**src/midi_event_serializer_assert.svh**
```systemverilog
// Assertion macros for the MIDI event serializer.
// Needs a clock named clk and an active-low reset named rst_n in the including scope.
`ifndef MIDI_EVENT_SERIALIZER_ASSERT_SVH
`define MIDI_EVENT_SERIALIZER_ASSERT_SVH
`ifndef NO_ASSERTIONS
// Check a condition that must follow another in the same cycle.
`define MES_ASSERT_SAME(label, pre, post) \
    label: assert property (@(posedge clk) disable iff (!rst_n) (pre) |-> (post)) \
        else $error("serializer assertion failed");
// Check a condition that must hold in the cycle after another.
`define MES_ASSERT_NEXT(label, pre, post) \
    label: assert property (@(posedge clk) disable iff (!rst_n) (pre) |=> (post)) \
        else $error("serializer assertion failed");
`else
`define MES_ASSERT_SAME(label, pre, post)
`define MES_ASSERT_NEXT(label, pre, post)
`endif
`endif

```
**src/mes_pkg.sv**
```systemverilog
// Shared types, action codes and byte constants for the MIDI event serializer.
// No dependencies; used by every module of the block.
package mes_pkg;

    // Input action codes
    localparam logic [4:0] ACT_KEYON     = 5'd0;
    localparam logic [4:0] ACT_KEYOFF    = 5'd1;
    localparam logic [4:0] ACT_POLYPRESS = 5'd2;
    localparam logic [4:0] ACT_CTRL      = 5'd3;
    localparam logic [4:0] ACT_PROG      = 5'd4;
    localparam logic [4:0] ACT_CHANPRESS = 5'd5;
    localparam logic [4:0] ACT_BEND      = 5'd6;
    localparam logic [4:0] ACT_SONGPOS   = 5'd7;
    localparam logic [4:0] ACT_SONGSEL   = 5'd8;
    localparam logic [4:0] ACT_RT_CLOCK  = 5'd9;
    localparam logic [4:0] ACT_RT_START  = 5'd10;
    localparam logic [4:0] ACT_RT_CONT   = 5'd11;
    localparam logic [4:0] ACT_RT_STOP   = 5'd12;
    localparam logic [4:0] ACT_RT_TUNE   = 5'd13;
    localparam logic [4:0] ACT_RT_SENSE  = 5'd14;
    localparam logic [4:0] ACT_RT_RESET  = 5'd15;
    localparam logic [4:0] ACT_SYSEX     = 5'd16;
    localparam logic [4:0] ACT_STREAM    = 5'd17;
    localparam logic [4:0] ACT_QFRAME    = 5'd18;
    localparam logic [4:0] ACT_CTRL14    = 5'd19;
    localparam logic [4:0] ACT_NRPN      = 5'd20;
    localparam logic [4:0] ACT_RPN       = 5'd21;
    localparam logic [4:0] ACT_DROP      = 5'd22;

    // Channel status high nibbles
    localparam logic [3:0] ST_NOTE_OFF  = 4'h8;
    localparam logic [3:0] ST_NOTE_ON   = 4'h9;
    localparam logic [3:0] ST_POLY      = 4'hA;
    localparam logic [3:0] ST_CTRL      = 4'hB;
    localparam logic [3:0] ST_PROG      = 4'hC;
    localparam logic [3:0] ST_CHANPRESS = 4'hD;
    localparam logic [3:0] ST_BEND      = 4'hE;

    // System bytes
    localparam logic [7:0] SYS_SOX     = 8'hF0;
    localparam logic [7:0] SYS_QFRAME  = 8'hF1;
    localparam logic [7:0] SYS_SONGPOS = 8'hF2;
    localparam logic [7:0] SYS_SONGSEL = 8'hF3;
    localparam logic [7:0] SYS_EOX     = 8'hF7;

    // Controller numbers for parameter messages
    localparam logic [7:0] CC_NRPN_MSB  = 8'h63;
    localparam logic [7:0] CC_NRPN_LSB  = 8'h62;
    localparam logic [7:0] CC_RPN_MSB   = 8'h65;
    localparam logic [7:0] CC_RPN_LSB   = 8'h64;
    localparam logic [7:0] CC_DATA_MSB  = 8'h06;
    localparam logic [7:0] CC_DATA_LSB  = 8'h26;

    localparam int MSG_SLOTS   = 9;
    localparam int QUEUE_AW    = 1;
    localparam int QUEUE_DEPTH = 1 << QUEUE_AW;

    // One classified message: wire bytes in slots, sent from first_idx to last_idx
    typedef struct packed {
        logic [MSG_SLOTS-1:0][7:0] msg_bytes;
        logic [3:0]                first_idx;
        logic [3:0]                last_idx;
        logic [7:0]                port;
    } msg_desc_t;

    // Map a real-time action to its wire byte
    function automatic logic [7:0] rt_code(input logic [4:0] act);
        logic [7:0] code;
        unique case (act)
            ACT_RT_CLOCK: code = 8'hF8;
            ACT_RT_START: code = 8'hFA;
            ACT_RT_CONT:  code = 8'hFB;
            ACT_RT_STOP:  code = 8'hFC;
            ACT_RT_TUNE:  code = 8'hF6;
            ACT_RT_SENSE: code = 8'hFE;
            default:      code = 8'hFF;
        endcase
        return code;
    endfunction

endpackage

```
**src/mes_front.sv**
```systemverilog
// Front end: accepts events, tracks running status and builds a message descriptor.
// Depends on mes_pkg; feeds mes_queue.
module mes_front (
    input  logic                  clk,
    input  logic                  rst_n,
    input  logic                  in_valid,
    output logic                  in_ready,
    input  logic [4:0]            action,
    input  logic [3:0]            channel,
    input  logic [7:0]            port_number,
    input  logic [13:0]           value_a,
    input  logic [13:0]           value_b,
    input  logic [7:0]            payload_byte,
    input  logic                  first_of_message,
    input  logic                  last_of_message,
    input  logic                  cfg_valid,
    output logic                  cfg_ready,
    input  logic                  cfg_data,
    input  logic                  q_full,
    output logic                  push,
    output mes_pkg::msg_desc_t    desc
);

    localparam logic [3:0] ST_NONE_HI = 4'h0;

    logic       rs_enable_reg;
    logic [7:0] running_status_reg;
    logic [7:0] running_status_next;
    logic       accept;
    logic       has_status;
    logic       emits;
    logic [3:0] status_hi;
    logic [7:0] status;
    logic [4:0] cc_num;

    assign in_ready  = !q_full;
    assign cfg_ready = 1'b1;
    assign accept    = in_valid && in_ready;
    assign status    = {status_hi, channel};
    assign cc_num    = value_a[4:0];
    assign push      = accept && emits;

    // Classify the event and lay out its bytes
    always_comb
    begin
        desc                = '0;
        desc.port           = port_number;
        status_hi           = ST_NONE_HI;
        has_status          = 1'b0;
        emits               = 1'b1;
        running_status_next = running_status_reg;
        unique case (action)
            mes_pkg::ACT_KEYON, mes_pkg::ACT_KEYOFF, mes_pkg::ACT_POLYPRESS,
            mes_pkg::ACT_CTRL, mes_pkg::ACT_BEND:
            begin
                unique case (action)
                    mes_pkg::ACT_KEYON:     status_hi = mes_pkg::ST_NOTE_ON;
                    mes_pkg::ACT_KEYOFF:    status_hi = mes_pkg::ST_NOTE_OFF;
                    mes_pkg::ACT_POLYPRESS: status_hi = mes_pkg::ST_POLY;
                    mes_pkg::ACT_CTRL:      status_hi = mes_pkg::ST_CTRL;
                    default:                status_hi = mes_pkg::ST_BEND;
                endcase
                has_status        = 1'b1;
                desc.msg_bytes[1] = {1'b0, value_a[6:0]};
                desc.msg_bytes[2] = {1'b0, value_b[6:0]};
                desc.last_idx     = 4'd2;
            end
            mes_pkg::ACT_PROG, mes_pkg::ACT_CHANPRESS:
            begin
                status_hi         = (action == mes_pkg::ACT_PROG) ? mes_pkg::ST_PROG
                                                                  : mes_pkg::ST_CHANPRESS;
                has_status        = 1'b1;
                desc.msg_bytes[1] = {1'b0, value_a[6:0]};
                desc.last_idx     = 4'd1;
            end
            mes_pkg::ACT_SONGPOS:
            begin
                desc.msg_bytes[0]   = mes_pkg::SYS_SONGPOS;
                desc.msg_bytes[1]   = {1'b0, value_a[6:0]};
                desc.msg_bytes[2]   = {1'b0, value_b[6:0]};
                desc.last_idx       = 4'd2;
                running_status_next = '0;
            end
            mes_pkg::ACT_SONGSEL:
            begin
                desc.msg_bytes[0]   = mes_pkg::SYS_SONGSEL;
                desc.msg_bytes[1]   = {1'b0, value_a[6:0]};
                desc.last_idx       = 4'd1;
                running_status_next = '0;
            end
            mes_pkg::ACT_RT_CLOCK, mes_pkg::ACT_RT_START, mes_pkg::ACT_RT_CONT,
            mes_pkg::ACT_RT_STOP, mes_pkg::ACT_RT_TUNE, mes_pkg::ACT_RT_SENSE,
            mes_pkg::ACT_RT_RESET:
            begin
                desc.msg_bytes[0] = mes_pkg::rt_code(action);
            end
            mes_pkg::ACT_SYSEX:
            begin
                desc.msg_bytes[0]   = mes_pkg::SYS_SOX;
                desc.msg_bytes[1]   = payload_byte;
                desc.msg_bytes[2]   = mes_pkg::SYS_EOX;
                desc.first_idx      = first_of_message ? 4'd0 : 4'd1;
                desc.last_idx       = last_of_message ? 4'd2 : 4'd1;
                running_status_next = '0;
            end
            mes_pkg::ACT_STREAM:
            begin
                desc.msg_bytes[0]   = payload_byte;
                running_status_next = '0;
            end
            mes_pkg::ACT_QFRAME:
            begin
                desc.msg_bytes[0]   = mes_pkg::SYS_QFRAME;
                desc.msg_bytes[1]   = {1'b0, value_a[2:0], value_b[3:0]};
                desc.last_idx       = 4'd1;
                running_status_next = '0;
            end
            mes_pkg::ACT_CTRL14:
            begin
                status_hi         = mes_pkg::ST_CTRL;
                has_status        = 1'b1;
                desc.msg_bytes[1] = {3'b000, cc_num};
                desc.msg_bytes[2] = {1'b0, value_b[13:7]};
                desc.msg_bytes[3] = {3'b001, cc_num};
                desc.msg_bytes[4] = {1'b0, value_b[6:0]};
                desc.last_idx     = 4'd4;
            end
            mes_pkg::ACT_NRPN, mes_pkg::ACT_RPN:
            begin
                status_hi         = mes_pkg::ST_CTRL;
                has_status        = 1'b1;
                desc.msg_bytes[1] = (action == mes_pkg::ACT_NRPN) ? mes_pkg::CC_NRPN_MSB
                                                                  : mes_pkg::CC_RPN_MSB;
                desc.msg_bytes[2] = {1'b0, value_a[13:7]};
                desc.msg_bytes[3] = (action == mes_pkg::ACT_NRPN) ? mes_pkg::CC_NRPN_LSB
                                                                  : mes_pkg::CC_RPN_LSB;
                desc.msg_bytes[4] = {1'b0, value_a[6:0]};
                desc.msg_bytes[5] = mes_pkg::CC_DATA_MSB;
                desc.msg_bytes[6] = {1'b0, value_b[13:7]};
                desc.msg_bytes[7] = mes_pkg::CC_DATA_LSB;
                desc.msg_bytes[8] = {1'b0, value_b[6:0]};
                desc.last_idx     = 4'd8;
            end
            default:
            begin
                emits = 1'b0;
            end
        endcase
        // Place the status byte and skip it when running status allows
        if (has_status)
        begin
            desc.msg_bytes[0]   = status;
            desc.first_idx      = (rs_enable_reg && running_status_reg == status) ? 4'd1
                                                                                  : 4'd0;
            running_status_next = status;
        end
    end

    // Hold configuration and running status
    always_ff @(posedge clk or negedge rst_n)
    begin
        if (!rst_n)
        begin
            rs_enable_reg      <= 1'b0;
            running_status_reg <= '0;
        end
        else
        begin
            if (cfg_valid && cfg_ready)
            begin
                rs_enable_reg <= cfg_data;
            end
            if (accept)
            begin
                running_status_reg <= running_status_next;
            end
        end
    end

endmodule

```
**src/mes_queue.sv**
```systemverilog
// Two-entry descriptor queue between the front end and the byte sender.
// Depends on mes_pkg for the descriptor type and depth.
module mes_queue (
    input  logic               clk,
    input  logic               rst_n,
    input  logic               push,
    input  mes_pkg::msg_desc_t wr_desc,
    output logic               full,
    input  logic               pop,
    output logic               head_valid,
    output mes_pkg::msg_desc_t head
);

    mes_pkg::msg_desc_t              entries_reg [mes_pkg::QUEUE_DEPTH];
    logic [mes_pkg::QUEUE_AW-1:0]    wr_ptr_reg;
    logic [mes_pkg::QUEUE_AW-1:0]    rd_ptr_reg;
    logic [mes_pkg::QUEUE_AW:0]      count_reg;
    logic [mes_pkg::QUEUE_AW:0]      count_next;

    assign full       = (count_reg == (mes_pkg::QUEUE_AW + 1)'(mes_pkg::QUEUE_DEPTH));
    assign head_valid = (count_reg != '0);
    assign head       = entries_reg[rd_ptr_reg];

    // Track fill level
    always_comb
    begin
        count_next = count_reg;
        if (push && !pop)
        begin
            count_next = count_reg + 1'b1;
        end
        else if (pop && !push)
        begin
            count_next = count_reg - 1'b1;
        end
    end

    // Store descriptors
    always_ff @(posedge clk)
    begin
        if (push)
        begin
            entries_reg[wr_ptr_reg] <= wr_desc;
        end
    end

    // Advance pointers
    always_ff @(posedge clk or negedge rst_n)
    begin
        if (!rst_n)
        begin
            wr_ptr_reg <= '0;
            rd_ptr_reg <= '0;
            count_reg  <= '0;
        end
        else
        begin
            if (push)
            begin
                wr_ptr_reg <= wr_ptr_reg + 1'b1;
            end
            if (pop)
            begin
                rd_ptr_reg <= rd_ptr_reg + 1'b1;
            end
            count_reg <= count_next;
        end
    end

endmodule

```
**src/mes_back.sv**
```systemverilog
// Back end: walks the head descriptor and sends one wire byte per cycle while out_ready is high.
// Depends on mes_pkg; reads from mes_queue and drives the output register.
module mes_back (
    input  logic               clk,
    input  logic               rst_n,
    input  logic               head_valid,
    input  mes_pkg::msg_desc_t head,
    output logic               pop,
    output logic               out_valid,
    input  logic               out_ready,
    output logic [7:0]         out_byte,
    output logic [7:0]         out_port,
    output logic               last_byte
);

    logic       out_valid_reg;
    logic [7:0] out_byte_reg;
    logic [7:0] out_port_reg;
    logic       last_byte_reg;
    logic       active_reg;
    logic [3:0] idx_reg;
    logic [3:0] cur_idx;
    logic       is_last;
    logic       load;

    assign cur_idx   = active_reg ? idx_reg : head.first_idx;
    assign is_last   = (cur_idx == head.last_idx);
    assign load      = head_valid && (!out_valid_reg || out_ready);
    assign pop       = load && is_last;
    assign out_valid = out_valid_reg;
    assign out_byte  = out_byte_reg;
    assign out_port  = out_port_reg;
    assign last_byte = last_byte_reg;

    // Load the output register
    always_ff @(posedge clk)
    begin
        if (load)
        begin
            out_byte_reg  <= head.msg_bytes[cur_idx];
            out_port_reg  <= head.port;
            last_byte_reg <= is_last;
        end
    end

    // Advance through the message, drop it after its last byte
    always_ff @(posedge clk or negedge rst_n)
    begin
        if (!rst_n)
        begin
            out_valid_reg <= 1'b0;
            active_reg    <= 1'b0;
            idx_reg       <= '0;
        end
        else
        begin
            if (load)
            begin
                out_valid_reg <= 1'b1;
                active_reg    <= !is_last;
                idx_reg       <= cur_idx + 1'b1;
            end
            else if (out_ready)
            begin
                out_valid_reg <= 1'b0;
            end
        end
    end

endmodule

```
**src/midi_event_serializer.sv**
```systemverilog
// Top level of the MIDI event serializer: front end, descriptor queue, byte sender.
// Depends on mes_pkg, mes_front, mes_queue, mes_back and midi_event_serializer_assert.svh.
//
//  channel | direction | handshake           | payload
//  --------+-----------+---------------------+------------------------------------------
//  in      | input     | in_valid / in_ready | action, channel, port_number, value_a,
//          |           |                     | value_b, payload_byte, first/last_of_message
//  out     | output    | out_valid/out_ready | out_byte, out_port, last_byte
//  cfg     | input     | cfg_valid/cfg_ready | cfg_data (running status enable)
//
// An event makes 0 to 9 wire bytes, sent one per cycle while out_ready is high through the
// single byte register of the back end, after its descriptor is registered in the queue.
// The front end takes a new event every cycle while the two-entry queue has room.
// Events that make no bytes are taken and leave no trace but the cycle.
// Reset clears running status, its enable, the queue and the output valid flag.
`include "midi_event_serializer_assert.svh"

module midi_event_serializer (
    input  logic        clk,
    input  logic        rst_n,
    input  logic        in_valid,
    output logic        in_ready,
    input  logic [4:0]  action,
    input  logic [3:0]  channel,
    input  logic [7:0]  port_number,
    input  logic [13:0] value_a,
    input  logic [13:0] value_b,
    input  logic [7:0]  payload_byte,
    input  logic        first_of_message,
    input  logic        last_of_message,
    output logic        out_valid,
    input  logic        out_ready,
    output logic [7:0]  out_byte,
    output logic [7:0]  out_port,
    output logic        last_byte,
    input  logic        cfg_valid,
    output logic        cfg_ready,
    input  logic        cfg_data
);

    logic               q_full;
    logic               push;
    logic               pop;
    logic               head_valid;
    mes_pkg::msg_desc_t wr_desc;
    mes_pkg::msg_desc_t head;

    // Classify incoming events
    mes_front u_front (
        .clk              (clk),
        .rst_n            (rst_n),
        .in_valid         (in_valid),
        .in_ready         (in_ready),
        .action           (action),
        .channel          (channel),
        .port_number      (port_number),
        .value_a          (value_a),
        .value_b          (value_b),
        .payload_byte     (payload_byte),
        .first_of_message (first_of_message),
        .last_of_message  (last_of_message),
        .cfg_valid        (cfg_valid),
        .cfg_ready        (cfg_ready),
        .cfg_data         (cfg_data),
        .q_full           (q_full),
        .push             (push),
        .desc             (wr_desc)
    );

    // Buffer descriptors
    mes_queue u_queue (
        .clk        (clk),
        .rst_n      (rst_n),
        .push       (push),
        .wr_desc    (wr_desc),
        .full       (q_full),
        .pop        (pop),
        .head_valid (head_valid),
        .head       (head)
    );

    // Send bytes
    mes_back u_back (
        .clk        (clk),
        .rst_n      (rst_n),
        .head_valid (head_valid),
        .head       (head),
        .pop        (pop),
        .out_valid  (out_valid),
        .out_ready  (out_ready),
        .out_byte   (out_byte),
        .out_port   (out_port),
        .last_byte  (last_byte)
    );

    // Dropped and unused codes never reach the queue
    `MES_ASSERT_SAME(a_drop_no_push, in_valid && in_ready && action >= mes_pkg::ACT_DROP, !push)
    // The queue only fills from an accepted item
    `MES_ASSERT_SAME(a_push_on_accept, push, in_valid && in_ready)
    // Retiring a descriptor loads its final byte
    `MES_ASSERT_NEXT(a_pop_marks_last, pop, out_valid && last_byte)
    // Nothing is sent while the queue is empty and the output is idle
    `MES_ASSERT_NEXT(a_no_phantom, !head_valid && !out_valid, !out_valid)

endmodule

```
**config.mk**
```make
export PLATFORM = sky130hd
export DESIGN_NAME = midi_event_serializer
export DESIGN_NICKNAME = d
export VERILOG_FILES = /design/src/mes_pkg.sv /design/src/mes_front.sv /design/src/mes_queue.sv /design/src/mes_back.sv /design/src/midi_event_serializer.sv
export VERILOG_INCLUDE_DIRS = /design/src /design/src/src
export SDC_FILE = /design/constraint.sdc
export NUM_CORES = 1
export LEC_CHECK = 0
export ABC_AREA = 1
export BUFFER_PORTS_ARGS = -buffer_cell sky130_fd_sc_hd__buf_2
export CAP_MARGIN = 10
export CORE_ASPECT_RATIO = 0.6
export CORE_MARGIN = 4
export CORE_UTILIZATION = 56
export DETAILED_ROUTE_END_ITERATION = 8
export PLACE_DENSITY = 0.76
export SETUP_SLACK_MARGIN = 0.3
export SLEW_MARGIN = 10
export SYNTH_ARGS = -nofsm -noshare
export SYNTH_HDL_FRONTEND = slang
export SYNTH_SLANG_ARGS = --single-unit
```
**constraint.sdc**
```tcl
create_clock -name clk -period 5.48 [get_ports clk]
set_input_delay 1.37 -clock clk [delete_from_list [all_inputs] [get_ports clk]]
set_output_delay 1.37 -clock clk [all_outputs]
set_load 0.02 [all_outputs]
```
**Yosys cells after proc, flatten, opt, wreduce, memory -nomap -nowiden**

Memory sizes are Yosys's and may differ from the RTL's.
Index checks and enable logic that the tools add are counted.

- Add/subtract/negate cells: 5
- $lt $le $gt $ge: 1
- Equal/unequal tests: 24
- Multiplexer cells: 30
- Reductions and logical operators: 30

Operators with widths:

| operator | count |
|---|---|
| 8-bit one-hot mux with 6 select lines | 1 |
| 5-bit by 4-bit == test with 1-bit output, second input constant | 8 |
| 8-bit one-hot mux with 5 select lines | 1 |
| 8-bit binary-select mux with 4-bit select | 1 |
| 8-bit one-hot mux with 4 select lines | 1 |
| 31-bit 2-to-1 mux | 1 |
| 5-bit == test, second input constant | 6 |
| 15-bit one-hot mux with 2 select lines | 1 |
| 8-bit 2-to-1 mux | 3 |
| 4-bit one-hot mux with 6 select lines | 1 |
| 22-bit OR reduction | 1 |
| 5-bit by 3-bit == test with 1-bit output, second input constant | 4 |
| 4-bit one-hot mux with 5 select lines | 1 |
| 12-bit 2-to-1 mux | 1 |
| 3-bit one-hot mux with 4 select lines | 1 |
| 4-bit one-hot mux with 3 select lines | 1 |
| 5-bit by 2-bit == test with 1-bit output, second input constant | 2 |
| 10-bit OR reduction | 1 |
| 5-bit OR reduction | 2 |
| 1-bit 2-to-1 mux | 9 |
| 9-bit OR reduction | 1 |
| 8-bit == test | 1 |
| 4-bit 2-to-1 mux | 2 |
| 2-bit nonzero test | 4 |
| 20 further kinds | 35 |

- Bits in registers: 36
- Memory bits (writable): 172
- Output and inout port bits: 20
- Memories: 1

Memories:

| name | depth | bits a word | rd ports | clocked after memory_dff | wr ports | line | source |
|---|---|---|---|---|---|---|---|
| u_queue.entries_reg | 2 | 86 | 1 | 0 | 1 | mes_queue.sv:14 | `mes_pkg::msg_desc_t entries_reg [mes_pkg::QUEUE_DEPTH];` |

**Depth between registers and ports, before layout**

- Depth after elaboration: 8
- Mapped depth: 15

**Hierarchy**

A second synthesis with hierarchy kept.

- Cells, all modules: 912
- Area total of the unflattened synthesis: 10,316.1 um2

By module, submodules not included:

| module | times used | cells an instance | area each (um2) | seq. area each (um2) |
|---|---|---|---|---|
| mes_queue | 1 | 299 | 6,588.8 | 5,385.2 |
| mes_back | 1 | 300 | 1,995.7 | 660.6 |
| mes_front | 1 | 313 | 1,731.7 | 225.2 |

**Worst setup path after synthesis**

Ideal clock, no wire load.

- Kind: input to register
- Start point: in action[1]
- End point: mem u_queue.entries_reg[1][0] (netlist name) (enable)
- Library setup time: 0.491 ns
- Arrival time: 5.014 ns
- Setup slack: -0.025 ns
- Cell stages on the path: 11
- Buffers on the path: 1
- Path through: buf_4 -> nand2_2 -> inv_2 -> nand3_1 -> nand2_2 -> inv_2 -> nand2_4 -> inv_4 -> nand3_1 -> nand2_1 -> nor2_1

- Word-level cells in the longest chain between the ends: 6

Ends and longest elaborated chain:

| what | line | source |
|---|---|---|
| start, declared | midi_event_serializer.sv:23 | `input logic [4:0] action,` |
| 5-bit by 4-bit == test with 1-bit output, or another cell as far along | mes_front.sv:52 | `unique case (action)` |
| 22-bit OR reduction (no line) (*) | -- |  |
| 1-bit 2-to-1 mux (*) | mes_front.sv:52 |  |
| 1-bit logical AND (*) | mes_front.sv:41 | `assign push = accept && emits;` |
| 1-bit 2-to-1 mux (*) | mes_queue.sv:41 | `if (push)` |
| 1-bit 2-to-1 mux (implied by the code) (*) | mes_queue.sv:43 | `entries_reg[wr_ptr_reg] <= wr_desc;` |
| end, declared | mes_queue.sv:14 |  |

Every way passes the cells marked *; elsewhere a longest branch is shown, timed or not.

**Worst setup path in the final report**

- Start point: in action[2]
- End point: mem u_queue.entries_reg[1][29] (netlist name) (enable)

Same word-level chain as after synthesis.

==> results by group <==
Logic synthesis
  – Top cells by area, synth: edfxtp_1, nand2_1, dfrtp_1
  – Number of distinct library cells after synthesis: 42
  – Synth Instances: 753
  – Cell taking the most area after synthesis: edfxtp_1
  – Post-Syn Area per Cell: approximately 10 sq um
  – Prevailing post-synth register cell: edfxtp_1
  – Post-synth top area share: 58.5%
  – Yosys warns: 0
  – Yosys reg bits: 168
  – Seq/Total Area, Yosys: 64.7%
  – Post-synth EDFFs: 149
  – Syn_nets: 816
  – Netlist Area Pre-Place: 7650 sq um
  – Async SR Flop Fraction: approximately 11%

GRT
  – Grt ovf: 0
  – Gr usage total: 25.3%
  – First-pass GRT wire length: 30,300 um
  – Vias in the first global route: between 5,000 and 6,000
  – Initial antenna violation count: 1
  – Largest net degree at the start of global routing: 68

Clock network
  – CTS sink cnt: roughly 170
  – H-tree depth: 4
  – Clock buffers created by TritonCTS: 17
  – Post-cts sizing count: 0
  – Clk pin slew, worst setup/hold paths: 60 ps
  – CTS Hold Bufs: 0
  – Deepest clock path buffer count: 2
  – # Post-CTS Setup Buffers: 0
  – Clock root cell: clkbuf_16
  – CTS tree: done
  – Later-pin clock latency in the skew report: 420 ps

STA
  – Slew @ Worst Pin: 943 ps
  – Fin crit share: 68.7%
  – Post-route setup TNS: 0 ps
  – Slew headroom: 36.9%
  – RSZ-0062 raised after global routing: false
  – Peak Freq: 266 MHz
  – Final min period: 3760 ps
  – Worst Setup Slack, final: approximately 1700 ps
  – Max-slew violation count: 0
  – Final Hold Vio Count: 0
  – Clk_skew: between 10 and 15 ps
  – Setup violations, final: 0

Detailed routing
  – 1st-iter DRT viols: 859
  – Final wirelength: 19,600 um
  – Post-route ant nets: 0
  – DR DRC count: 0
  – Wire per inst: 19.4 um
  – Initial DRT Pass Iterations: 5
  – Via/cell ratio: 5.89
  – Via count: 5,965

Cells and area
  – Commonest cells after routing, fill and taps aside: nand2_1, edfxtp_1, buf_2
  – Area of the multi-input gates: approximately 2300 sq um
  – ANT cells: 0
  – Core Util, Final: roughly two thirds
  – Area grow syn2layout: 14.0%
  – Filler Cell Count: 1,030
  – Max reg flops: 132
  – Non-filler cells, final: between 1,000 and 1,500
  – Layout cells sized above 1: 17.8%
  – Reg area: 4950 sq um
  – Nets: between 800 and 900
  – Most common cell after layout, fill and taps aside: nand2_1

Placed design
  – HPWL after DPL: 13,600 um
  – Final Wtd Congestion: 0.968
  – Cells after DPL: 981
  – Setup WS pre-CTS: 1320 ps
  – IO Port Bufs: 79

Worst setup path
  – Critical path launch point type: input port
  – Crit-path max FO: 66
  – Crit path required time: 5520 ps
  – Critical path type: in -> reg
  – CP Capture Type: flip-flop
  – Crit path arrival time: between 3000 and 4000 ps
  – Worst R2R Setup Slack: 2190 ps
  – Worst R2R Path Depth: 12

Power and ir drop
  – VDD IR max: 0.220 mV
  – Leakage: around 3.7 nW
  – Tot Pwr: 4.31 mW
  – Pwr dens: around 500 nW/um^2

Flow run
  – Maxcap violations: 0

Status
  – Status: finished clean

Floorplanning
  – IO Pins: 81
  – Row cnt: 32
  – Die H: a little under 100 um
  – CORE AREA: 13,100 sq um
  – Initial Util: ~58%
  – Full die area: 15,700 sq um
  – Die Width: approximately 160 um

Worst hold path
  – Cells on Worst Hold Path: 2
  – Min-delay worst type: reg -> reg
==> where the power goes <==
part | internal (mW) | switching [mW]
clock network | 0.577 | 0.494
logic | 0.388 | 1.06
registers | 1.71 | 0.0837
total | 2.68 | 1.64
==> metrics by stage <==
step	hold slack [ps]	area, sq um
after floorplan	442	7650
after global placement	458	8190
after detailed placement	479	8190
after CTS	494	8720
after global routing	517	8720
final	491	8720
==> routing by layer <==
metal | routed length (um) | up-vias | track usage, %
li1 | - | 2719 | -
met5 | 13 | - | 0
met4 | 238 | 2 | 6.93
met2 | 8330 | 413 | 36.3
met1 | 8300 | 2796 | 37.3
met3 | 2720 | 35 | 8.36
==> path summary, 6_finish.rpt <==
| check | startpoint | to |
|---|---|---|
| max | action[2] | u_queue.entries_reg[1][29]$_DFFE_PP_ |
| min | u_queue.wr_ptr_reg$_DFFE_PN0P_ | u_queue.wr_ptr_reg$_DFFE_PN0P_ |
| max reg2reg | u_queue.rd_ptr_reg$_DFFE_PN0P_ | u_queue.count_reg[1]$_DFFE_PN0P_ |
| min reg2reg | u_queue.wr_ptr_reg$_DFFE_PN0P_ | u_queue.wr_ptr_reg$_DFFE_PN0P_ |
| max in group asynchronous | rst_n | u_queue.rd_ptr_reg$_DFFE_PN0P_ |
| min in group asynchronous | rst_n | u_front.running_status_reg[0]$_DFFE_PN0P_ |
==> cells in the mapped netlist, types with 2 or more instances <==
master / n
a31oi_1: 6
nand4_1: 3
inv_2: 6
clkbuf_1: 14
ha_1: 2
xor2_1: 6
o21ai_2: 8
nand3_2: 2
nand2_1: 230
or2_2: 3
dfrtp_1: 19
nand3_1: 64
nor2_4: 2
o2111ai_1: 7
o21ai_0: 29
nor2_1: 62
buf_1: 5
buf_2: 7
nand2_2: 4
nand2_4: 2
xnor2_1: 3
inv_1: 59
nor3_1: 5
buf_4: 2
o211ai_1: 7
o22ai_1: 15
edfxtp_1: 149
a21oi_1: 18
==> cell type report <==
cell class	count	area share, %
Sequential cell	168	56.8
Multi-Input combinational cell	489	26.6
Timing Repair Buffer	87	5.22
Clock buffer	17	4.88
Inverter	67	2.91
Tap cell	170	2.44
Clock inverter	14	1.18
==> kinds of logic after synthesis <==
| kind of cell | Yosys count | share of synthesized area [%] |
|---|---|---|
| buffers and inverters | 96 | 5.10 |
| multiplexers | 2 | 0.278 |
| AO/OA/AOI/OAI | 96 | 7.77 |
| adder cells (fa/ha/maj) | 2 | 0.327 |
| XOR/XNOR | 9 | 1.03 |
| other | 1 | 0.0490 |
| AND/OR/NAND/NOR | 379 | 20.7 |
| flip-flops | 168 | 64.7 |
==> worst max-delay path, cell delays in order <==
cell and delay, ps:
buf_2 140, inv_2 50, nor2_4 140, nand3_2 400, nand2_2 260, inv_2 100, nand2_4 130, inv_4 60
nand3_1 100, nand2_1 150, nor2_4 150, buf_4 710
Note: power is estimated with default switching activity, not from simulation.
